**src/rtl/natural_log_atanh_series_macros.svh**
```systemverilog
// ============================================================================
// Natural log series assertion macros
// Shared concurrent assertion forms, clocked on i_clk, off while i_rst_n is low.
// ============================================================================
`ifndef NATURAL_LOG_ATANH_SERIES_MACROS_SVH
`define NATURAL_LOG_ATANH_SERIES_MACROS_SVH

// same-cycle implication
`define NLA_ASSERT_IMPLY(name, ante, cons, msg) \
    name: assert property (@(posedge i_clk) disable iff (!i_rst_n) (ante) |-> (cons)) \
        else $error(msg);

// next-cycle implication
`define NLA_ASSERT_NEXT(name, ante, cons, msg) \
    name: assert property (@(posedge i_clk) disable iff (!i_rst_n) (ante) |=> (cons)) \
        else $error(msg);

`endif

```
**src/rtl/nla_pkg.sv**
```systemverilog
// ============================================================================
// Natural log series package
// Fixed widths, datapath operation codes and controller/datapath structs.
// ============================================================================
package nla_pkg;

    localparam int X_W    = 32;
    localparam int TC_W   = 8;
    localparam int K_W    = TC_W + 1;
    localparam int RES_W  = 32;
    localparam int DEN_W  = X_W + 1;
    localparam int REM_W  = DEN_W + 1;

    localparam logic [X_W-1:0]  ONE_Q16        = 32'h0001_0000;
    localparam logic [TC_W-1:0] TERM_COUNT_RST = 8'd16;

    typedef logic [3:0] t_op;

    localparam t_op OP_NONE      = 4'd0;
    localparam t_op OP_LOAD      = 4'd1;
    localparam t_op OP_DIV_STEP  = 4'd2;
    localparam t_op OP_V_SET     = 4'd3;
    localparam t_op OP_MUL_STEP  = 4'd4;
    localparam t_op OP_V2_SET    = 4'd5;
    localparam t_op OP_MUL_INIT  = 4'd6;
    localparam t_op OP_SCALE     = 4'd7;
    localparam t_op OP_ACC       = 4'd8;
    localparam t_op OP_OUT       = 4'd9;

    typedef struct packed {
        t_op op;
    } t_cmd;

    typedef struct packed {
        logic dom;
        logic more;
    } t_stat;

endpackage

```
**src/rtl/natural_log_atanh_series.sv**
```systemverilog
// ============================================================================
// Natural logarithm by inverse hyperbolic tangent series
// Computes ln(x) of an unsigned Q16.16 request as 2*atanh((x-1)/(x+1)).
// ============================================================================
// Usage:
//   Input channel i_in_valid/o_in_ready carries i_x_value (unsigned Q16.16).
//   Output channel o_out_valid/i_out_ready carries o_log_result (signed, with
//   RESULT_FRAC_BITS fraction bits) and o_domain_error.
//   Config channel i_cfg_valid/o_cfg_ready writes i_cfg_term_count, the number
//   of series terms summed; o_cfg_ready is always high. Write only while idle.
//   One request is worked at a time. The series stops early on a zero term,
//   and a zero argument or zero term count goes straight to the result.
//   Each term costs one shift-add multiply and one restoring divide in the
//   shared datapath.
//   The result sits in an output register: a new request is accepted while
//   the previous result waits; if the receiver stalls, the next result holds
//   in the final state until the register frees.
//   Reset clears the controller, drops any pending result and sets the term
//   count to 16.
// ============================================================================
module natural_log_atanh_series #(
    parameter int RESULT_FRAC_BITS   = 24,
    parameter int INTERNAL_FRAC_BITS = 30
) (
    input  logic                             i_clk,
    input  logic                             i_rst_n,
    input  logic                             i_in_valid,
    output logic                             o_in_ready,
    input  logic [nla_pkg::X_W-1:0]          i_x_value,
    output logic                             o_out_valid,
    input  logic                             i_out_ready,
    output logic signed [nla_pkg::RES_W-1:0] o_log_result,
    output logic                             o_domain_error,
    input  logic                             i_cfg_valid,
    output logic                             o_cfg_ready,
    input  logic [nla_pkg::TC_W-1:0]         i_cfg_term_count
);

    logic [nla_pkg::TC_W-1:0] r_term_count;
    nla_pkg::t_cmd            w_cmd;
    nla_pkg::t_stat           w_stat;

    always_ff @(posedge i_clk) begin
        if (!i_rst_n) begin
            r_term_count <= nla_pkg::TERM_COUNT_RST;
        end else if (i_cfg_valid) begin
            r_term_count <= i_cfg_term_count;
        end
    end

    assign o_cfg_ready = 1'b1;

    nla_ctrl #(
        .INTERNAL_FRAC_BITS (INTERNAL_FRAC_BITS)
    ) u_ctrl (
        .i_clk       (i_clk),
        .i_rst_n     (i_rst_n),
        .i_in_valid  (i_in_valid),
        .o_in_ready  (o_in_ready),
        .o_out_valid (o_out_valid),
        .i_out_ready (i_out_ready),
        .i_stat      (w_stat),
        .o_cmd       (w_cmd)
    );

    nla_dp #(
        .RESULT_FRAC_BITS   (RESULT_FRAC_BITS),
        .INTERNAL_FRAC_BITS (INTERNAL_FRAC_BITS)
    ) u_dp (
        .i_clk          (i_clk),
        .i_cmd          (w_cmd),
        .i_x_value      (i_x_value),
        .i_term_count   (r_term_count),
        .o_stat         (w_stat),
        .o_log_result   (o_log_result),
        .o_domain_error (o_domain_error)
    );

endmodule

```
**src/rtl/nla_dp.sv**
```systemverilog
// ============================================================================
// Natural log series datapath
// Shared shift-add multiplier and restoring divider, term accumulator and
// output rescale with saturation.
// ============================================================================
module nla_dp #(
    parameter int RESULT_FRAC_BITS   = 24,
    parameter int INTERNAL_FRAC_BITS = 30
) (
    input  logic                         i_clk,
    input  nla_pkg::t_cmd                i_cmd,
    input  logic [nla_pkg::X_W-1:0]      i_x_value,
    input  logic [nla_pkg::TC_W-1:0]     i_term_count,
    output nla_pkg::t_stat               o_stat,
    output logic signed [nla_pkg::RES_W-1:0] o_log_result,
    output logic                         o_domain_error
);

    localparam int F     = INTERNAL_FRAC_BITS;
    localparam int SUM_W = F + nla_pkg::TC_W;
    localparam int P_W   = F + nla_pkg::K_W;
    localparam int SH_L  = (RESULT_FRAC_BITS > F) ? (RESULT_FRAC_BITS - F) : 0;
    localparam int SH_R  = (F >= RESULT_FRAC_BITS) ? (F - RESULT_FRAC_BITS) : 0;
    localparam int MAG_W = SUM_W + 1 + SH_L;

    localparam logic [MAG_W-1:0] MAG_NEG_MAX = MAG_W'(64'h0000_0000_8000_0000);
    localparam logic [MAG_W-1:0] MAG_POS_MAX = MAG_W'(64'h0000_0000_7FFF_FFFF);

    logic [nla_pkg::REM_W-1:0]  r_rem;
    logic [nla_pkg::DEN_W-1:0]  r_div;
    logic [F-1:0]               r_sh;
    logic [F:0]                 r_hi;
    logic [F-1:0]               r_ma;
    logic [F-1:0]               r_v2;
    logic [F-1:0]               r_t;
    logic [SUM_W-1:0]           r_sum;
    logic [nla_pkg::TC_W-1:0]   r_i;
    logic [nla_pkg::TC_W-1:0]   r_n;
    logic                       r_neg;
    logic                       r_dom;
    logic [nla_pkg::RES_W-1:0]  r_log;
    logic                       r_dom_out;

    logic                       w_x_neg;
    logic [nla_pkg::X_W-1:0]    w_num;
    logic [nla_pkg::REM_W-1:0]  w_shift;
    logic                       w_ge;
    logic [F:0]                 w_add;
    logic [nla_pkg::K_W-1:0]    w_k_mul;
    logic [nla_pkg::K_W-1:0]    w_k_div;
    logic [P_W-1:0]             w_prod;
    logic [MAG_W-1:0]           w_mag;
    logic [nla_pkg::RES_W-1:0]  w_res;

    assign w_x_neg = i_x_value < nla_pkg::ONE_Q16;
    assign w_num   = w_x_neg ? (nla_pkg::ONE_Q16 - i_x_value) : (i_x_value - nla_pkg::ONE_Q16);

    assign w_shift = {r_rem[nla_pkg::REM_W-2:0], r_sh[F-1]};
    assign w_ge    = w_shift >= {1'b0, r_div};

    assign w_add   = r_hi + (r_sh[0] ? {1'b0, r_ma} : '0);

    assign w_k_mul = {r_i, 1'b0} - nla_pkg::K_W'(1);
    assign w_k_div = {r_i, 1'b0} + nla_pkg::K_W'(1);
    assign w_prod  = P_W'(r_hi[F-1:0]) * P_W'(w_k_mul);

    always_comb begin
        w_mag = (MAG_W'({r_sum, 1'b0}) << SH_L) >> SH_R;
        if (r_neg) begin
            w_res = (w_mag > MAG_NEG_MAX) ? 32'h8000_0000 : (32'd0 - w_mag[nla_pkg::RES_W-1:0]);
        end else begin
            w_res = (w_mag > MAG_POS_MAX) ? 32'h7FFF_FFFF : w_mag[nla_pkg::RES_W-1:0];
        end
    end

    always_ff @(posedge i_clk) begin
        case (i_cmd.op)
            nla_pkg::OP_LOAD: begin
                r_neg <= w_x_neg;
                r_rem <= nla_pkg::REM_W'(w_num);
                r_div <= nla_pkg::DEN_W'(i_x_value) + nla_pkg::DEN_W'(nla_pkg::ONE_Q16);
                r_sh  <= '0;
                r_dom <= (i_x_value == '0) || (i_term_count == '0);
                r_n   <= i_term_count;
                r_i   <= nla_pkg::TC_W'(1);
            end
            nla_pkg::OP_DIV_STEP: begin
                r_rem <= w_ge ? (w_shift - nla_pkg::REM_W'(r_div)) : w_shift;
                r_sh  <= {r_sh[F-2:0], w_ge};
            end
            nla_pkg::OP_V_SET: begin
                r_t   <= r_sh;
                r_sum <= SUM_W'(r_sh);
                r_ma  <= r_sh;
                r_hi  <= '0;
            end
            nla_pkg::OP_MUL_STEP: begin
                r_hi <= {1'b0, w_add[F:1]};
                r_sh <= r_sh >> 1;
            end
            nla_pkg::OP_V2_SET: begin
                r_v2 <= r_hi[F-1:0];
            end
            nla_pkg::OP_MUL_INIT: begin
                r_ma <= r_t;
                r_sh <= r_v2;
                r_hi <= '0;
            end
            nla_pkg::OP_SCALE: begin
                r_rem <= nla_pkg::REM_W'(w_prod[P_W-1:F]);
                r_sh  <= w_prod[F-1:0];
                r_div <= nla_pkg::DEN_W'(w_k_div);
            end
            nla_pkg::OP_ACC: begin
                r_t   <= r_sh;
                r_sum <= r_sum + SUM_W'(r_sh);
                r_i   <= r_i + nla_pkg::TC_W'(1);
            end
            nla_pkg::OP_OUT: begin
                r_log     <= r_dom ? '0 : w_res;
                r_dom_out <= r_dom;
            end
            default: begin
            end
        endcase
    end

    assign o_stat.dom     = r_dom;
    assign o_stat.more    = (r_i < r_n) && (r_t != '0);
    assign o_log_result   = r_log;
    assign o_domain_error = r_dom_out;

endmodule

```
**src/rtl/nla_ctrl.sv**
```systemverilog
// ============================================================================
// Natural log series controller
// Sequences division, squaring and the per-term multiply/scale/divide loop,
// and owns the input and result handshakes.
// ============================================================================
`include "natural_log_atanh_series_macros.svh"

module nla_ctrl #(
    parameter int INTERNAL_FRAC_BITS = 30
) (
    input  logic           i_clk,
    input  logic           i_rst_n,
    input  logic           i_in_valid,
    output logic           o_in_ready,
    output logic           o_out_valid,
    input  logic           i_out_ready,
    input  nla_pkg::t_stat i_stat,
    output nla_pkg::t_cmd  o_cmd
);

    localparam int F     = INTERNAL_FRAC_BITS;
    localparam int CNT_W = $clog2(F);
    localparam logic [CNT_W-1:0] CNT_LAST = CNT_W'(F - 1);

    localparam logic [3:0] S_IDLE  = 4'd0;
    localparam logic [3:0] S_CHECK = 4'd1;
    localparam logic [3:0] S_DIV   = 4'd2;
    localparam logic [3:0] S_VSET  = 4'd3;
    localparam logic [3:0] S_MULV  = 4'd4;
    localparam logic [3:0] S_V2    = 4'd5;
    localparam logic [3:0] S_LOOP  = 4'd6;
    localparam logic [3:0] S_MULT  = 4'd7;
    localparam logic [3:0] S_SCALE = 4'd8;
    localparam logic [3:0] S_DIVT  = 4'd9;
    localparam logic [3:0] S_ACC   = 4'd10;
    localparam logic [3:0] S_FIN   = 4'd11;

    logic [3:0]       r_state;
    logic [3:0]       n_state;
    logic [CNT_W-1:0] r_cnt;
    logic [CNT_W-1:0] n_cnt;
    logic             r_out_valid;
    logic             n_out_valid;
    logic             w_cnt_last;
    logic             w_out_free;

    assign w_cnt_last = r_cnt == CNT_LAST;
    assign w_out_free = !r_out_valid || i_out_ready;

    always_comb begin
        n_state    = r_state;
        n_cnt      = r_cnt;
        o_cmd.op   = nla_pkg::OP_NONE;
        case (r_state)
            S_IDLE: begin
                if (i_in_valid) begin
                    o_cmd.op = nla_pkg::OP_LOAD;
                    n_state  = S_CHECK;
                end
            end
            S_CHECK: begin
                n_cnt   = '0;
                n_state = i_stat.dom ? S_FIN : S_DIV;
            end
            S_DIV, S_MULV, S_MULT, S_DIVT: begin
                o_cmd.op = ((r_state == S_DIV) || (r_state == S_DIVT)) ?
                           nla_pkg::OP_DIV_STEP : nla_pkg::OP_MUL_STEP;
                n_cnt    = r_cnt + CNT_W'(1);
                if (w_cnt_last) begin
                    n_cnt = '0;
                    case (r_state)
                        S_DIV:   n_state = S_VSET;
                        S_MULV:  n_state = S_V2;
                        S_MULT:  n_state = S_SCALE;
                        default: n_state = S_ACC;
                    endcase
                end
            end
            S_VSET: begin
                o_cmd.op = nla_pkg::OP_V_SET;
                n_state  = S_MULV;
            end
            S_V2: begin
                o_cmd.op = nla_pkg::OP_V2_SET;
                n_state  = S_LOOP;
            end
            S_LOOP: begin
                if (i_stat.more) begin
                    o_cmd.op = nla_pkg::OP_MUL_INIT;
                    n_state  = S_MULT;
                end else begin
                    n_state = S_FIN;
                end
            end
            S_SCALE: begin
                o_cmd.op = nla_pkg::OP_SCALE;
                n_state  = S_DIVT;
            end
            S_ACC: begin
                o_cmd.op = nla_pkg::OP_ACC;
                n_state  = S_LOOP;
            end
            S_FIN: begin
                if (w_out_free) begin
                    o_cmd.op = nla_pkg::OP_OUT;
                    n_state  = S_IDLE;
                end
            end
            default: begin
                n_state = S_IDLE;
            end
        endcase
    end

    always_comb begin
        n_out_valid = r_out_valid && !i_out_ready;
        if (r_state == S_FIN && w_out_free) begin
            n_out_valid = 1'b1;
        end
    end

    always_ff @(posedge i_clk) begin
        if (!i_rst_n) begin
            r_state     <= S_IDLE;
            r_cnt       <= '0;
            r_out_valid <= 1'b0;
        end else begin
            r_state     <= n_state;
            r_cnt       <= n_cnt;
            r_out_valid <= n_out_valid;
        end
    end

    assign o_in_ready  = r_state == S_IDLE;
    assign o_out_valid = r_out_valid;

    `NLA_ASSERT_NEXT(a_accept_to_check, i_in_valid && o_in_ready, r_state == S_CHECK, "accepted request did not start")
    `NLA_ASSERT_IMPLY(a_cnt_range, r_state != S_IDLE, r_cnt <= CNT_LAST, "step counter out of range")
    `NLA_ASSERT_NEXT(a_fin_publishes, r_state == S_FIN && w_out_free, o_out_valid && r_state == S_IDLE, "finished result not published")

endmodule
```
**config.mk**
```make
export PLATFORM = sky130hd
export DESIGN_NAME = natural_log_atanh_series
export DESIGN_NICKNAME = d
export VERILOG_FILES = /design/src/rtl/nla_pkg.sv /design/src/rtl/natural_log_atanh_series.sv /design/src/rtl/nla_dp.sv /design/src/rtl/nla_ctrl.sv
export VERILOG_INCLUDE_DIRS = /design/src /design/src/rtl
export SDC_FILE = /design/constraint.sdc
export NUM_CORES = 1
export LEC_CHECK = 0
export ABC_CLOCK_PERIOD_IN_PS = 12800
export BUFFER_PORTS_ARGS = -buffer_cell sky130_fd_sc_hd__buf_2
export CORE_MARGIN = 10
export CORE_UTILIZATION = 50
export CTS_CLUSTER_SIZE = 14
export DETAILED_ROUTE_END_ITERATION = 8
export GPL_ROUTABILITY_DRIVEN = 0
export GPL_TIMING_DRIVEN = 0
export PLACE_DENSITY = 0.76
export SYNTH_ARGS = -nofsm -noshare
export SYNTH_HDL_FRONTEND = slang
export SYNTH_HIERARCHICAL = 1
export SYNTH_SLANG_ARGS = --single-unit
```
**constraint.sdc**
```tcl
create_clock -name i_clk -period 12.8 [get_ports i_clk]
set_clock_uncertainty 0.1 [all_clocks]
set_input_delay 3.84 -clock i_clk [delete_from_list [all_inputs] [get_ports i_clk]]
set_output_delay 3.84 -clock i_clk [all_outputs]
set_load 0.03 [all_outputs]
```
==> impl_metrics.yaml <==
status:
  outcome: "complete, no violations"
global_routing:
  grt_max_degree: 34
  antenna_found_initial: 1
  grt_pass1_wl_mm: 120
  gr-total-overflow: 0
  grt_pass1_vias: 22100
  track_usage: 0.221
cts:
  h-tree-depth: 2
  root_buffer: "clkbuf_16"
  ctsHoldBuffers: 0
  post_cts_buffers: 0
  cts_tree: "built"
  path_clk_slew_ns: 0.06
  cts_buffers: 35
  clock_path_buffers: 3
  cts.repair.resized: 0
  cts.sinks: 323
  clk_latency_ns: 0.54
finish:
  final_common_cell: "inv_1"
  layout.nets: 3576
  area.growth.synth_to_final_pct: 8.77
  drive_gt1_frac: 0.0643
  mostFrequentLayoutCells: "382 x inv_1, 319 x nor2_1, 305 x edfxtp_1"
synth:
  yosysTopAreaCell: "edfxtp_1"
  yosys_register_bits: 323
  ys_seq_area_frac: 0.334
  synth_top_area_frac: 0.321
  syn-num-nets: 3461
  yosysWarnings: 6
  synthesis.area_sq_um: 28500
  synthArstFlopShare: 0
  synth_edf_count: 305
  yosys-top-cells-area: "edfxtp_1 32%, fa_1 14%, ha_1 7.4%"
  netlist_instances: 3047
  syn_avg_cell_area_sq_um: 9.36
  synth_cell_type_count: 85
  synthFlopType: "edfxtp_1"
sta:
  timing.final.crit_share: 0.711
  slew_headroom: 0.260
  hold_viol: 0
  rsz0062_at_grt: "false"
  post-route-min-period_ns: 9.10
  worst_pin_slew_ns: 1.10
  setup-violations-final: 0
  fmax_mhz: 110
  setup_tns_ns: 0
  maxSlewViolCount: 0
worst_setup_path:
  crit_type: "register to register"
  crit_path_max_incr_delay_ns: 0.87
  critPathBufInv: 8
  cp-start-kind: "register"
  critical-path-top-delay-family: "adder cells"
  critPathCaptureType: "register"
  crit_slowest_cell: "xnor2_1"
  cpMostUsedCell: "inv_1"
  worstPathRequired_ns: 12.95
  worstPathArrival_ns: 9.25
  cp_max_fo: 10
place:
  port_buffers: 71
  place_hpwl_mm: 59.0
floorplan:
  die_area_sq_um: 67000
  fp.dieW_um: 259
  row_count: 87
  core_area_sq_um: 56400
  ios: 81
  die_h_um: 259
  start_util: 0.506
routing:
  detail-route-antenna-nets: 0
  dr.pass1.iters: 7
  drc: 0
  viasPerCell: 5.81
  via_count: 22900
  drt-total-wl_mm: 74.8
  route.detailed.wl_per_inst_um: 19.0
  drt_iter0_drc: 2603
worst_hold_path:
  hp-class: "register to register"
flow_run:
  cap_violations: 0
[metrics by stage]
stage | instances | cell area [sq um] | util | hold slack [ns] | setup slack [ns]
4_1_cts | 3942 | 31000 | 0.550 | 0.377 | 3.84
5_1_grt | 3943 | 31000 | 0.550 | 0.389 | 3.34
6_report | 3943 | 31000 | 0.550 | 0.371 | 3.70
3_5_place_dp | 3881 | 30000 | 0.531 | 0.357 | 3.87
2_1_floorplan | 3047 | 28500 | - | 0.330 | 4.60
3_3_place_gp | 3874 | 29800 | 0.529 | 0.353 | 3.00
[logic make-up after synthesis]
family / count (synthesis) / synth area share
AO/OA/AOI/OAI: 631 / 0.144
XOR/XNOR: 177 / 0.0544
adder cells (fa/ha/maj): 369 / 0.215
buffers and inverters: 503 / 0.0676
flip-flops: 323 / 0.334
multiplexers: 48 / 0.0184
other: 1 / 0.000131
AND/OR/NAND/NOR: 995 / 0.167
[worst register-to-register path, cell delays in order (launching register included)]
cell	delay, ns
edfxtp_1	0.35
clkbuf_1	0.58
inv_1	0.31
clkbuf_1	0.35
ha_1	0.34
nor3b_1	0.18
xnor2_1	0.87
clkbuf_1	0.43
nor2_1	0.12
fa_1	0.54
inv_1	0.05
fa_1	0.48
inv_1	0.06
fa_1	0.53
inv_1	0.05
fa_1	0.52
inv_1	0.04
ha_1	0.35
a21o_1	0.20
a21o_1	0.17
a221oi_1	0.48
o31ai_1	0.26
a21o_1	0.26
a311o_1	0.38
a221oi_1	0.36
mux2i_1	0.28
o2111ai_1	0.17
[final timing paths]
kind                            cells after the start  slack [ns]             from       endpoint
worst min register to register                      0        0.37  r_term_count[3]    u_dp/r_n[3]
worst min-delay path                                0        0.37  r_term_count[3]    u_dp/r_n[3]
worst max register to register                     26        3.70      u_dp/r_i[0]  u_dp/r_rem[8]
worst max-delay path                               26        3.70      u_dp/r_i[0]  u_dp/r_rem[8]
[layout make-up]
| class | instances | area (sq um) |
|---|---|---|
| fill | 5030 | 25400 |
| multi-input combinational | 2221 | 17100 |
| sequential | 323 | 9520 |
| inverter | 383 | 1440 |
| tap | 756 | 946 |
| clock buffer | 39 | 891 |
| buffer | 120 | 493 |
| timing repair buffer | 78 | 468 |
| clock inverter | 22 | 161 |
| antenna | 1 | 2.50 |
[registers in the layout (all words and copies together) (netlist names)]
register	count
u_dp/r_sum	38
u_dp/r_rem	33
u_dp/r_div	33
u_dp/r_v2	30
u_dp/r_n	8
u_ctrl/r_cnt	5
u_dp/o_domain_error	1
u_ctrl/r_state	4
u_dp/r_ma	30
u_dp/r_hi	30
u_dp/r_dom	1
u_dp/o_log_result	32
u_dp/r_t	30
r_term_count	8
u_ctrl/o_out_valid	1
u_dp/r_neg	1
u_dp/r_i	8
u_dp/r_sh	30
[metal layers]
layer  part of all wire  GRT usage  up-vias  routed length [um]
met3              0.080     0.0277      137                5960
met4              0.034     0.0783        0                2520
li1                   -          -    10700                   -
met2               0.46      0.357      969               34600
met1               0.42      0.300    11000               31800
met5                  0          0        -                   0
[synth_stat cells, drive strengths merged (17+ instances only)]
cell,number
clkbuf,103
o21bai,25
inv,382
o21ai,143
xnor2,77
edfxtp,305
o22ai,33
nand2b,62
a21oi,164
nand2,261
nor3,56
nand3,46
nand4,28
fa,200
ha,169
mux2,32
buf,17
a21o,83
xor2,100
nor2,322
nor4,19
and2,83
a222oi,29
a31oi,22
and3,22
nor2b,37
dfxtp,18
Power is left out: the tool's default activity adds up to more than one toggle a clock period on the data nets, which glitch-free logic cannot reach.
